**src/hw/rtl/fbmd_pkg.sv**
```systemverilog
package fbmd_pkg;

  // Field widths
  localparam int unsigned CPLX_W  = 16;
  localparam int unsigned BIN_W   = 7;
  localparam int unsigned MAG_W   = 17;
  localparam int unsigned FREQ_W  = 31;
  localparam int unsigned BINW_W  = 24;
  localparam int unsigned THR_W   = 17;
  localparam int unsigned CFG_W   = 24;
  localparam int unsigned SQR_W   = 31;
  localparam int unsigned SUM_W   = 32;

  // Square root datapath: 36-bit radicand, 18 root bits, two bits per stage
  localparam int unsigned RAD_W       = 36;
  localparam int unsigned ROOT_W      = 18;
  localparam int unsigned REM_W       = 21;
  localparam int unsigned SQRT_STAGES = ROOT_W / 2;

  // Accept edge to the edge that takes the result
  localparam int unsigned LATENCY = SQRT_STAGES + 3;

  // Configuration register indexes
  typedef enum logic [0:0] {
    REG_THRESHOLD = 1'b0,
    REG_BIN_WIDTH = 1'b1
  } reg_idx_e;

  localparam logic [BINW_W-1:0] BIN_WIDTH_RST = BINW_W'(20000);

  // Fields that ride alongside the magnitude computation
  typedef struct packed {
    logic [BIN_W-1:0]  bin;
    logic [FREQ_W-1:0] freq;
  } side_t;

  // Digit-by-digit square root working set
  typedef struct packed {
    logic [RAD_W-1:0]  rad;
    logic [REM_W-1:0]  rem;
    logic [ROOT_W-1:0] root;
  } sqrt_t;

  // One root bit: bring in two radicand bits, trial subtract
  function automatic sqrt_t sqrt_step(sqrt_t x);
    sqrt_t            y;
    logic [REM_W-1:0] rem_n;
    logic [REM_W-1:0] trial;
    rem_n = {x.rem[REM_W-3:0], x.rad[RAD_W-1 -: 2]};
    trial = {1'b0, x.root, 2'b01};
    y.rad = {x.rad[RAD_W-3:0], 2'b00};
    if (rem_n >= trial) begin
      y.rem  = rem_n - trial;
      y.root = {x.root[ROOT_W-2:0], 1'b1};
    end else begin
      y.rem  = rem_n;
      y.root = {x.root[ROOT_W-2:0], 1'b0};
    end
    return y;
  endfunction

endpackage

```
**src/hw/rtl/fbmd_square.sv**
```systemverilog
module fbmd_square (
  input  logic                             clk_i,
  input  logic                             rst_ni,
  input  logic                             valid_i,
  input  logic signed [fbmd_pkg::CPLX_W-1:0] real_part_i,
  input  logic signed [fbmd_pkg::CPLX_W-1:0] imag_part_i,
  input  fbmd_pkg::side_t                  side_i,
  output logic                             valid_o,
  output logic [fbmd_pkg::SUM_W-1:0]       sum_o,
  output fbmd_pkg::side_t                  side_o
);

  logic signed [2*fbmd_pkg::CPLX_W-1:0] re_prod;
  logic signed [2*fbmd_pkg::CPLX_W-1:0] im_prod;

  logic                          vld1_q;
  logic [fbmd_pkg::SQR_W-1:0]    re_sq_q;
  logic [fbmd_pkg::SQR_W-1:0]    im_sq_q;
  fbmd_pkg::side_t               side1_q;

  logic                          vld2_q;
  logic [fbmd_pkg::SUM_W-1:0]    sum_q;
  fbmd_pkg::side_t               side2_q;

  // Square both components; each square is below 2^31
  assign re_prod = real_part_i * real_part_i;
  assign im_prod = imag_part_i * imag_part_i;

  // Advance valid bits
  always_ff @(posedge clk_i or negedge rst_ni) begin
    if (!rst_ni) begin
      vld1_q <= 1'b0;
      vld2_q <= 1'b0;
    end else begin
      vld1_q <= valid_i;
      vld2_q <= vld1_q;
    end
  end

  // Hold squares, then their sum
  always_ff @(posedge clk_i) begin
    re_sq_q <= re_prod[fbmd_pkg::SQR_W-1:0];
    im_sq_q <= im_prod[fbmd_pkg::SQR_W-1:0];
    side1_q <= side_i;
    sum_q   <= fbmd_pkg::SUM_W'(re_sq_q) + fbmd_pkg::SUM_W'(im_sq_q);
    side2_q <= side1_q;
  end

  assign valid_o = vld2_q;
  assign sum_o   = sum_q;
  assign side_o  = side2_q;

endmodule

```
**src/hw/rtl/fbmd_sqrt_pipe.sv**
```systemverilog
module fbmd_sqrt_pipe (
  input  logic                          clk_i,
  input  logic                          rst_ni,
  input  logic                          valid_i,
  input  logic [fbmd_pkg::SUM_W-1:0]    sum_i,
  input  fbmd_pkg::side_t               side_i,
  output logic                          valid_o,
  output logic [fbmd_pkg::MAG_W-1:0]    root_o,
  output fbmd_pkg::side_t               side_o
);

  localparam int unsigned NS = fbmd_pkg::SQRT_STAGES;

  logic            vld_q  [NS];
  fbmd_pkg::sqrt_t st_q   [NS];
  fbmd_pkg::side_t side_q [NS];
  fbmd_pkg::sqrt_t init;

  // Radicand is four times the sum of squares
  assign init.rad  = {2'b00, sum_i, 2'b00};
  assign init.rem  = '0;
  assign init.root = '0;

  for (genvar s = 0; s < NS; s++) begin : g_stage
    fbmd_pkg::sqrt_t st_in;
    fbmd_pkg::sqrt_t st_mid;
    fbmd_pkg::sqrt_t st_out;
    logic            vld_in;
    fbmd_pkg::side_t side_in;

    if (s == 0) begin : g_first
      assign st_in   = init;
      assign vld_in  = valid_i;
      assign side_in = side_i;
    end else begin : g_next
      assign st_in   = st_q[s-1];
      assign vld_in  = vld_q[s-1];
      assign side_in = side_q[s-1];
    end

    // Resolve two root bits per stage
    assign st_mid = fbmd_pkg::sqrt_step(st_in);
    assign st_out = fbmd_pkg::sqrt_step(st_mid);

    always_ff @(posedge clk_i or negedge rst_ni) begin
      if (!rst_ni) begin
        vld_q[s] <= 1'b0;
      end else begin
        vld_q[s] <= vld_in;
      end
    end

    always_ff @(posedge clk_i) begin
      st_q[s]   <= st_out;
      side_q[s] <= side_in;
    end
  end

  // Root never exceeds 92681, so the top bit is always clear
  assign valid_o = vld_q[NS-1];
  assign root_o  = st_q[NS-1].root[fbmd_pkg::MAG_W-1:0];
  assign side_o  = side_q[NS-1];

endmodule

```
**src/hw/rtl/fft_bin_magnitude_detect.sv**
```systemverilog
// FFT bin magnitude detector.
// Input channel: present real_part_i, imag_part_i and bin_number_i with start
// high; the item is taken at that clock edge. busy is always low, so a new
// bin may be presented in every cycle and the block sustains one item a cycle.
// Result channel: result_valid_o is high for exactly one cycle carrying
// magnitude_o (floor of twice |z|, halved for bin zero), above_threshold_o,
// frequency_o (bin number times bin width, Q8 Hz) and bin_echo_o. The
// receiver cannot hold results off; results leave in input order.
// From the accepting edge to the edge that takes the result, two stages square
// and sum, nine stages of the pipelined square root resolve two root bits each,
// and one stage halves, compares and registers.
// Configuration: write cfg_wdata_i to register cfg_idx_i (0 threshold,
// 1 bin width) with cfg_we_i high, only while no items are in flight.
// Reset clears every valid bit, sets the threshold to 0 and the bin width to
// 20000 (78.125 Hz); items in flight at reset are dropped.
module fft_bin_magnitude_detect (
  input  logic                              clk_i,
  input  logic                              rst_ni,
  input  logic                              start,
  output logic                              busy,
  input  logic signed [fbmd_pkg::CPLX_W-1:0] real_part_i,
  input  logic signed [fbmd_pkg::CPLX_W-1:0] imag_part_i,
  input  logic [fbmd_pkg::BIN_W-1:0]        bin_number_i,
  input  logic                              cfg_we_i,
  input  logic [0:0]                        cfg_idx_i,
  input  logic [fbmd_pkg::CFG_W-1:0]        cfg_wdata_i,
  output logic                              result_valid_o,
  output logic [fbmd_pkg::MAG_W-1:0]        magnitude_o,
  output logic                              above_threshold_o,
  output logic [fbmd_pkg::FREQ_W-1:0]       frequency_o,
  output logic [fbmd_pkg::BIN_W-1:0]        bin_echo_o
);

  logic [fbmd_pkg::THR_W-1:0]  thr_q;
  logic [fbmd_pkg::BINW_W-1:0] binw_q;

  logic                        accept;
  fbmd_pkg::side_t             side_in;
  logic                        sq_vld;
  logic [fbmd_pkg::SUM_W-1:0]  sq_sum;
  fbmd_pkg::side_t             sq_side;
  logic                        rt_vld;
  logic [fbmd_pkg::MAG_W-1:0]  rt_root;
  fbmd_pkg::side_t             rt_side;

  logic [fbmd_pkg::MAG_W-1:0]  mag_d;
  logic                        vld_q;
  logic [fbmd_pkg::MAG_W-1:0]  mag_q;
  logic                        above_q;
  logic [fbmd_pkg::FREQ_W-1:0] freq_q;
  logic [fbmd_pkg::BIN_W-1:0]  bin_q;

  // Take configuration writes
  always_ff @(posedge clk_i or negedge rst_ni) begin
    if (!rst_ni) begin
      thr_q  <= '0;
      binw_q <= fbmd_pkg::BIN_WIDTH_RST;
    end else if (cfg_we_i) begin
      unique case (fbmd_pkg::reg_idx_e'(cfg_idx_i))
        fbmd_pkg::REG_THRESHOLD: thr_q  <= cfg_wdata_i[fbmd_pkg::THR_W-1:0];
        fbmd_pkg::REG_BIN_WIDTH: binw_q <= cfg_wdata_i[fbmd_pkg::BINW_W-1:0];
        default: ;
      endcase
    end
  end

  // An item is taken whenever start is high; busy is tied low
  assign busy   = 1'b0;
  assign accept = start & ~busy;

  // Frequency is a 7 by 24 product, it fits 31 bits exactly
  assign side_in.bin  = bin_number_i;
  assign side_in.freq = fbmd_pkg::FREQ_W'(bin_number_i) * fbmd_pkg::FREQ_W'(binw_q);

  fbmd_square u_square (
    .clk_i       (clk_i),
    .rst_ni      (rst_ni),
    .valid_i     (accept),
    .real_part_i (real_part_i),
    .imag_part_i (imag_part_i),
    .side_i      (side_in),
    .valid_o     (sq_vld),
    .sum_o       (sq_sum),
    .side_o      (sq_side)
  );

  fbmd_sqrt_pipe u_sqrt (
    .clk_i   (clk_i),
    .rst_ni  (rst_ni),
    .valid_i (sq_vld),
    .sum_i   (sq_sum),
    .side_i  (sq_side),
    .valid_o (rt_vld),
    .root_o  (rt_root),
    .side_o  (rt_side)
  );

  // Halve the DC bin
  assign mag_d = (rt_side.bin == '0) ? (rt_root >> 1) : rt_root;

  always_ff @(posedge clk_i or negedge rst_ni) begin
    if (!rst_ni) begin
      vld_q <= 1'b0;
    end else begin
      vld_q <= rt_vld;
    end
  end

  // Register the result
  always_ff @(posedge clk_i) begin
    mag_q   <= mag_d;
    above_q <= (mag_d >= thr_q);
    freq_q  <= rt_side.freq;
    bin_q   <= rt_side.bin;
  end

  assign result_valid_o    = vld_q;
  assign magnitude_o       = mag_q;
  assign above_threshold_o = above_q;
  assign frequency_o       = freq_q;
  assign bin_echo_o        = bin_q;

endmodule

```
**config.mk**
```make
export PLATFORM = sky130hd
export DESIGN_NAME = fft_bin_magnitude_detect
export DESIGN_NICKNAME = d
export VERILOG_FILES = /design/src/hw/rtl/fbmd_pkg.sv /design/src/hw/rtl/fbmd_square.sv /design/src/hw/rtl/fbmd_sqrt_pipe.sv /design/src/hw/rtl/fft_bin_magnitude_detect.sv
export SDC_FILE = /design/constraint.sdc
export NUM_CORES = 2
export LEC_CHECK = 0
export BUFFER_PORTS_ARGS = -buffer_cell sky130_fd_sc_hd__buf_2
export CORE_MARGIN = 2
export CORE_UTILIZATION = 30
export CTS_CLUSTER_DIAMETER = 30
export DETAILED_ROUTE_END_ITERATION = 16
export MAX_ROUTING_LAYER = met4
export SYNTH_ARGS = -nofsm -noshare
export SYNTH_HDL_FRONTEND = slang
export SYNTH_SLANG_ARGS = --single-unit
```
**constraint.sdc**
```tcl
create_clock -name clk_i -period 7.15 [get_ports clk_i]
set_input_delay 1.43 -clock clk_i [delete_from_list [all_inputs] [get_ports clk_i]]
set_output_delay 1.43 -clock clk_i [all_outputs]
set_load 0.05 [all_outputs]
```
=== Word-level counts from Yosys, hierarchy flattened ===
Memory sizes are Yosys's and may differ from the RTL's.
Cells that the tools add are included.

* Logic and storage cells: 88
* Bits in registers: 279
* Output and inout bits: 58
* Memories: 2
* Bits in writable memories: 981
* Bits of input ports: 68

{| class="wikitable"
|+ Memories
! memory !! words !! bits a word !! rd ports !! clocked after memory_dff !! write ports !! line !! text
|-
| u_sqrt.st_q || 9 || 71 || 9 || 0 || 9 || fbmd_sqrt_pipe.sv:15 || <nowiki>fbmd_pkg::sqrt_t st_q [NS];</nowiki>
|-
| u_sqrt.side_q || 9 || 38 || 9 || 0 || 9 || fbmd_sqrt_pipe.sv:16 || <nowiki>fbmd_pkg::side_t side_q [NS];</nowiki>
|}

* Mux-type cells: 18
* Magnitude comparators: 18
* Bitwise operators: 1
* Reduce and logical (&&, ||, !) cells: 3
* Add/subtract/negate cells: 18
* $mul: 3

{| class="wikitable"
|+ Operators with widths
! kind !! count
|-
| 39-bit two-way mux || 9
|-
| 21-bit by 20-bit greater-or-equal comparator with 1-bit output || 16
|-
| 37-bit two-way mux || 8
|-
| 21-bit by 20-bit subtractor with 21-bit output || 8
|-
| 19-bit subtractor || 8
|-
| 16-bit by 16-bit multiplier with 31-bit output || 2
|-
| 31-bit by 31-bit adder with 32-bit output || 1
|-
| 7-bit by 24-bit multiplier with 31-bit output || 1
|-
| 17-bit greater-or-equal comparator || 1
|-
| 17-bit two-way mux || 1
|-
| 7-bit zero test || 1
|-
| 2-bit AND reduction || 2
|-
| 2-bit by 1-bit subtractor with 3-bit output (second input constant) || 1
|-
| 2-bit by 1-bit greater-or-equal comparator with 1-bit output (second input constant) || 1
|-
| 1-bit NOT || 1
|}

=== Longest topological paths before layout ===
An unclocked memory read counts as a cell.

* Depth after elaboration: 5
* Depth in mapped cells: 30
* Mapped depth without buffers: 26

=== Cells and area by module ===
Synthesis repeated with hierarchy kept, for this count alone.

* Cell total of the unflattened synthesis: 5,722
* Area total of the unflattened synthesis: 57,183.6 um^2

{| class="wikitable"
|+ Modules (own cells, without submodules)
! module !! times used !! cells an instance !! area an instance (um^2)
|-
| fbmd_sqrt_pipe || 1 || 2,521 || 26,148.8
|-
| fbmd_square || 1 || 2,319 || 22,338.9
|-
| fft_bin_magnitude_detect || 1 || 882 || 8,695.8
|}

=== Worst setup path before layout ===
OpenSTA, ideal clock, no wires.

* Path type: input port to flip-flop
* Start point: input port real_part_i[4] in the netlist's numbering
* End point: register u_square.re_sq_q[29] in the netlist's numbering
* Stages: 24
* Arrival: 7.260 ns
* Buffers on the path: 2
* Slack: -0.182 ns
* Cell sequence: clkbuf_1 > clkbuf_1 > nand2_1 > fa_1 > inv_1 > fa_1 > ha_1 > inv_1 > fa_1 > fa_1 > inv_1 > fa_1 > ha_1 > o21a_1 > o21a_1 > a2111oi_0 > nor2_1 > a41o_1 > o221a_2 > a211o_1 > a21oi_1 > o21bai_1 > a21oi_1 > xnor2_1

* Cells in the longest elaborated chain, start to end: 1

{| class="wikitable"
|+ Ends and longest elaborated chain
! element !! line !! text
|-
| from (decl) || fft_bin_magnitude_detect.sv:21 || <nowiki>input logic signed [fbmd_pkg::CPLX_W-1:0] real_part_i,</nowiki>
|-
| 16-bit by 16-bit multiplier with 31-bit output || fbmd_square.sv:26 || <nowiki>assign re_prod = real_part_i * real_part_i;</nowiki>
|-
| net u_square.re_prod (one bit) || fbmd_square.sv:13 || <nowiki>logic signed [2*fbmd_pkg::CPLX_W-1:0] re_prod;</nowiki>
|-
| to (signal assigned) || fbmd_square.sv:42 || <nowiki>re_sq_q <= re_prod[fbmd_pkg::SQR_W-1:0];</nowiki>
|-
| to (decl) || fbmd_square.sv:17 || <nowiki>logic [fbmd_pkg::SQR_W-1:0] re_sq_q;</nowiki>
|}

The timed path passes the listed nets, and every way through them passes these cells.
A chain may end at the register's enable or synchronous reset.

=== Final worst setup path ===
Same ends and word-level chain as after synthesis.

==> impl_metrics.tcl <==
set metrics [dict create \
    synth_area_per_cell_um2 10.02 \
    grt_busiest_layer "met2" \
    finalCritPeriodShare 0.9267 \
    crit_buf_inv 6 \
    syn-cell-area_mm2 0.05612 \
    dp_slack_ns -0.2359 \
    fin_nets 7075 \
    skew_ns 0.05009 \
    drv_slew 0 \
    final_layout_size_suffix_gt1_frac 0.1259 \
    ctsHoldBuffers 0 \
    min-delay-start "u_sqrt.st_q[0][118]$_DFF_P_" \
    r2r_end "u_square.side1_q[30]$_DFF_P_" \
    grtUsageTotal 0.1321 \
    start_util 0.3023 \
    synthArstFlopShare 0.05498 \
    yosysWarnings 0 \
    min_path_type "flip-flop to flip-flop" \
    viasPerCell 4.440 \
    rows 158 \
    rsz0062_at_grt "no" \
    r2r_cells 18 \
    grt_first_pass_wirelength_mm 201.7 \
    ant_nets 0 \
    setup_violations 0 \
    globalRouteMet3Util 0.02014 \
    fmax_mhz 150.9 \
    coreArea_mm2 0.1856 \
    synth_cell_type_count 99 \
    clk_latency_ns 0.77 \
    clkSinkCount 964 \
    reg2reg_from "binw_q[5]$_DFFE_PN1P_" \
    synth_edf_count 0 \
    route.detailed.wl_per_inst_um 14.14 \
    pin_count 126 \
    htreeDepth 4 \
    antenna_found_initial 4 \
    cts_buffers 166 \
    arrival_ns 7.29 \
    maxCapViolCount 0 \
    r2r_slack_ns 1.14 \
    drtIter0Drc 1474 \
    use_met2 0.2280 \
    fin_crit_ns 6.626 \
    cts-root-buf "clkbuf_16" \
    grtUsageMet1 0.1568 \
    clkTransAtPathRegs_ns 0.06 \
    gp_congestion 0.8930 \
    status "finished clean" \
    path_delay_family "adder cells" \
    post-cts-setup-buffers 0 \
    holdPathEnd "u_sqrt.st_q[0][193]$_DFF_P_" \
    critPathLaunchType "input pin" \
    crit_top_cell "fa_1" \
    clockBufferDepth 3 \
    dpl.hpwl_mm 99.15 \
    wl_mm 121.9 \
    ys_seq_area_frac 0.3487 \
    syn_inst 5603 \
    cts_tree "built" \
    endpoint_kind "flip-flop" \
    remaining_drc_errors 0 \
    crit_path_top_delay_cell "fa_1" \
    grt_pass1_vias 40180 \
    via_count 38280 \
    synth_top_area_share 0.3250 \
    die_h_um 436.5 \
    portBuffers 124 \
    syn2layout_area_growth_pct 19.48 \
    required_ns 7.81 \
    worst_pin_slew_ns 1.010 \
    holdPathStages 0 \
    dr.pass1.iters 7 \
    die_area_mm2 0.1905 \
    yosys.area.top_type "dfxtp_1" \
    critPathMaxFanout 11 \
    fillCellCount 18410 \
    utilization 0.3612 \
    critical_path_class "input pin to flip-flop" \
    die_w_um 436.5 \
    ys_ff_latch 964 \
    hold_viol_final 0 \
    synth_ff_type "dfxtp_1" \
    grt_max_degree 54 \
    ys_top_cells_by_area "dfxtp_1, fa_1, ha_1" \
    max_stage_delay_ns 0.52 \
    relSlewSlack 0.3239 \
    final.setup.worst_slack_ns 0.5244 \
    overflow 0 \
    post_cts_resized 0 \
    path_cells "buf_2 -> buf_4 -> and2_1 -> fa_1 -> inv_1 -> fa_1 -> fa_1 -> inv_1 -> fa_1 -> fa_1 -> inv_1 -> fa_1 -> inv_1 -> ha_1 -> or2_2 -> o31ai_1 -> nor2_1 -> a41o_1 -> o221a_2 -> a211o_1 -> a21oi_1 -> o21bai_1 -> a21oi_1 -> xnor2_1" \
]
-- registers in the layout (all words and copies together) (netlist names) --
signal                 count
u_sqrt.side_q            342
u_square.sum_o            32
binw_q                    24
magnitude_o               17
u_sqrt.st_q              345
bin_echo_o                 7
u_sqrt.valid_o             1
u_square.re_sq_q          30
u_square.side1_q          38
u_square.side_o           38
frequency_o               31
result_valid_o             1
u_square.im_sq_q          30
u_sqrt.g_stage.vld_in      8
u_square.valid_o           1
thr_q                     17
u_square.vld1_q            1
above_threshold_o          1
-- Yosys cell counts, drive strengths merged (93+ instances only) --
cell type,instances
inv,899
xnor2,221
and2,126
dfxtp,911
o21ai,144
clkbuf,93
ha,436
xor2,117
nand2,498
fa,570
nor2,324
a21o,105
a21oi,267
-- cells by family (layout without fill, tap and decap cells) --
| group | count (synthesis) | in the layout | synth area share |
|---|---|---|---|
| and+or+nand+nor | 1378 | 1378 | 0.1174 |
| buffers and inverters | 1019 | 1555 | 0.06961 |
| adders and majority gates | 1006 | 1006 | 0.3006 |
| DFF | 964 | 964 | 0.3487 |
| AOI/OAI and AO/OA | 820 | 820 | 0.09532 |
| xor gates and xnor gates | 338 | 338 | 0.05302 |
| muxes | 77 | 77 | 0.01525 |
| other | 1 | 3 | 0.00006683 |
-- routing by layer --
layer	part of all wire	vias to the layer above
met4	0.026	0
met5	0	-
met3	0.036	227
met1	0.44	18500
met2	0.49	648
li1	-	18900
-- through the flow --
stage | cell area (µm²) | hold WS (ns) | instances | TNS (ns)
final | 67050 | 0.2814 | 8621 | 0
after global routing | 67050 | 0.2878 | 8621 | 0
after CTS | 67040 | 0.2744 | 8620 | 0
after detailed placement | 61040 | 0.3121 | 8313 | -0.8463
after global placement | 61040 | 0.3098 | 8313 | -0.4651
after floorplan | 56150 | 0.3096 | 5604 | 0
-- cells in the final DEF, fill, tap and decap left out, types with 16 or more instances in the layout --
| cell type | count |
|---|---|
| dfxtp_1 | 911 |
| inv_1 | 896 |
| fa_1 | 569 |
| nand2_1 | 497 |
| ha_1 | 436 |
| nor2_1 | 324 |
| a21oi_1 | 266 |
| xnor2_1 | 220 |
| buf_4 | 220 |
| clkbuf_16 | 167 |
| o21ai_0 | 144 |
| and2_1 | 126 |
| buf_2 | 124 |
| xor2_1 | 116 |
| a21o_1 | 105 |
| nor3_1 | 76 |
| mux2_2 | 67 |
| nand3_1 | 54 |
| nand2b_1 | 51 |
| o21a_1 | 50 |
| dfrtp_1 | 48 |
| nor2b_1 | 42 |
| or3_1 | 38 |
| and3_1 | 32 |
| a211oi_1 | 25 |
| nor4_1 | 24 |
| o21bai_1 | 23 |
| nand4_1 | 22 |
| o31ai_1 | 21 |
| or2_2 | 20 |
| a31oi_1 | 20 |
| clkinv_2 | 20 |
| o211ai_1 | 19 |
| a2111oi_0 | 16 |
| clkinvlp_4 | 16 |
| bufinv_16 | 16 |
| inv_6 | 16 |
-- worst max-delay path by stage --
stage / from / to / slack (ns) / cells after the start
after detailed placement: real_part_i[3] / u_square.re_sq_q[29]$_DFF_P_ / -0.24 / 25
after floorplan: real_part_i[4] / u_square.re_sq_q[29]$_DFF_P_ / 0.01 / 24
after CTS: real_part_i[3] / u_square.re_sq_q[29]$_DFF_P_ / 0.55 / 25
final: real_part_i[4] / u_square.re_sq_q[29]$_DFF_P_ / 0.52 / 24
after global routing: real_part_i[4] / u_square.re_sq_q[29]$_DFF_P_ / 0.24 / 24
after global placement: real_part_i[3] / u_square.re_sq_q[29]$_DFF_P_ / -0.23 / 25
-- area by class of cell --
cell class / instances / area [µm²] / share of cell area
well taps: 2480 / 3103 / 0.04628
clock buffers: 194 / 4431 / 0.06608
inverters: 902 / 3400 / 0.05070
multi-input cells: 3621 / 32650 / 0.4870
repair buffers: 346 / 2312 / 0.03449
diodes: 1 / 2.502 / 0.00003732
clock inverters: 113 / 1575 / 0.02349
flip-flops and latches: 964 / 19570 / 0.2919
Power is not shown: default switching activity piles up to over one toggle a cycle in this logic, so the estimate is an artifact.
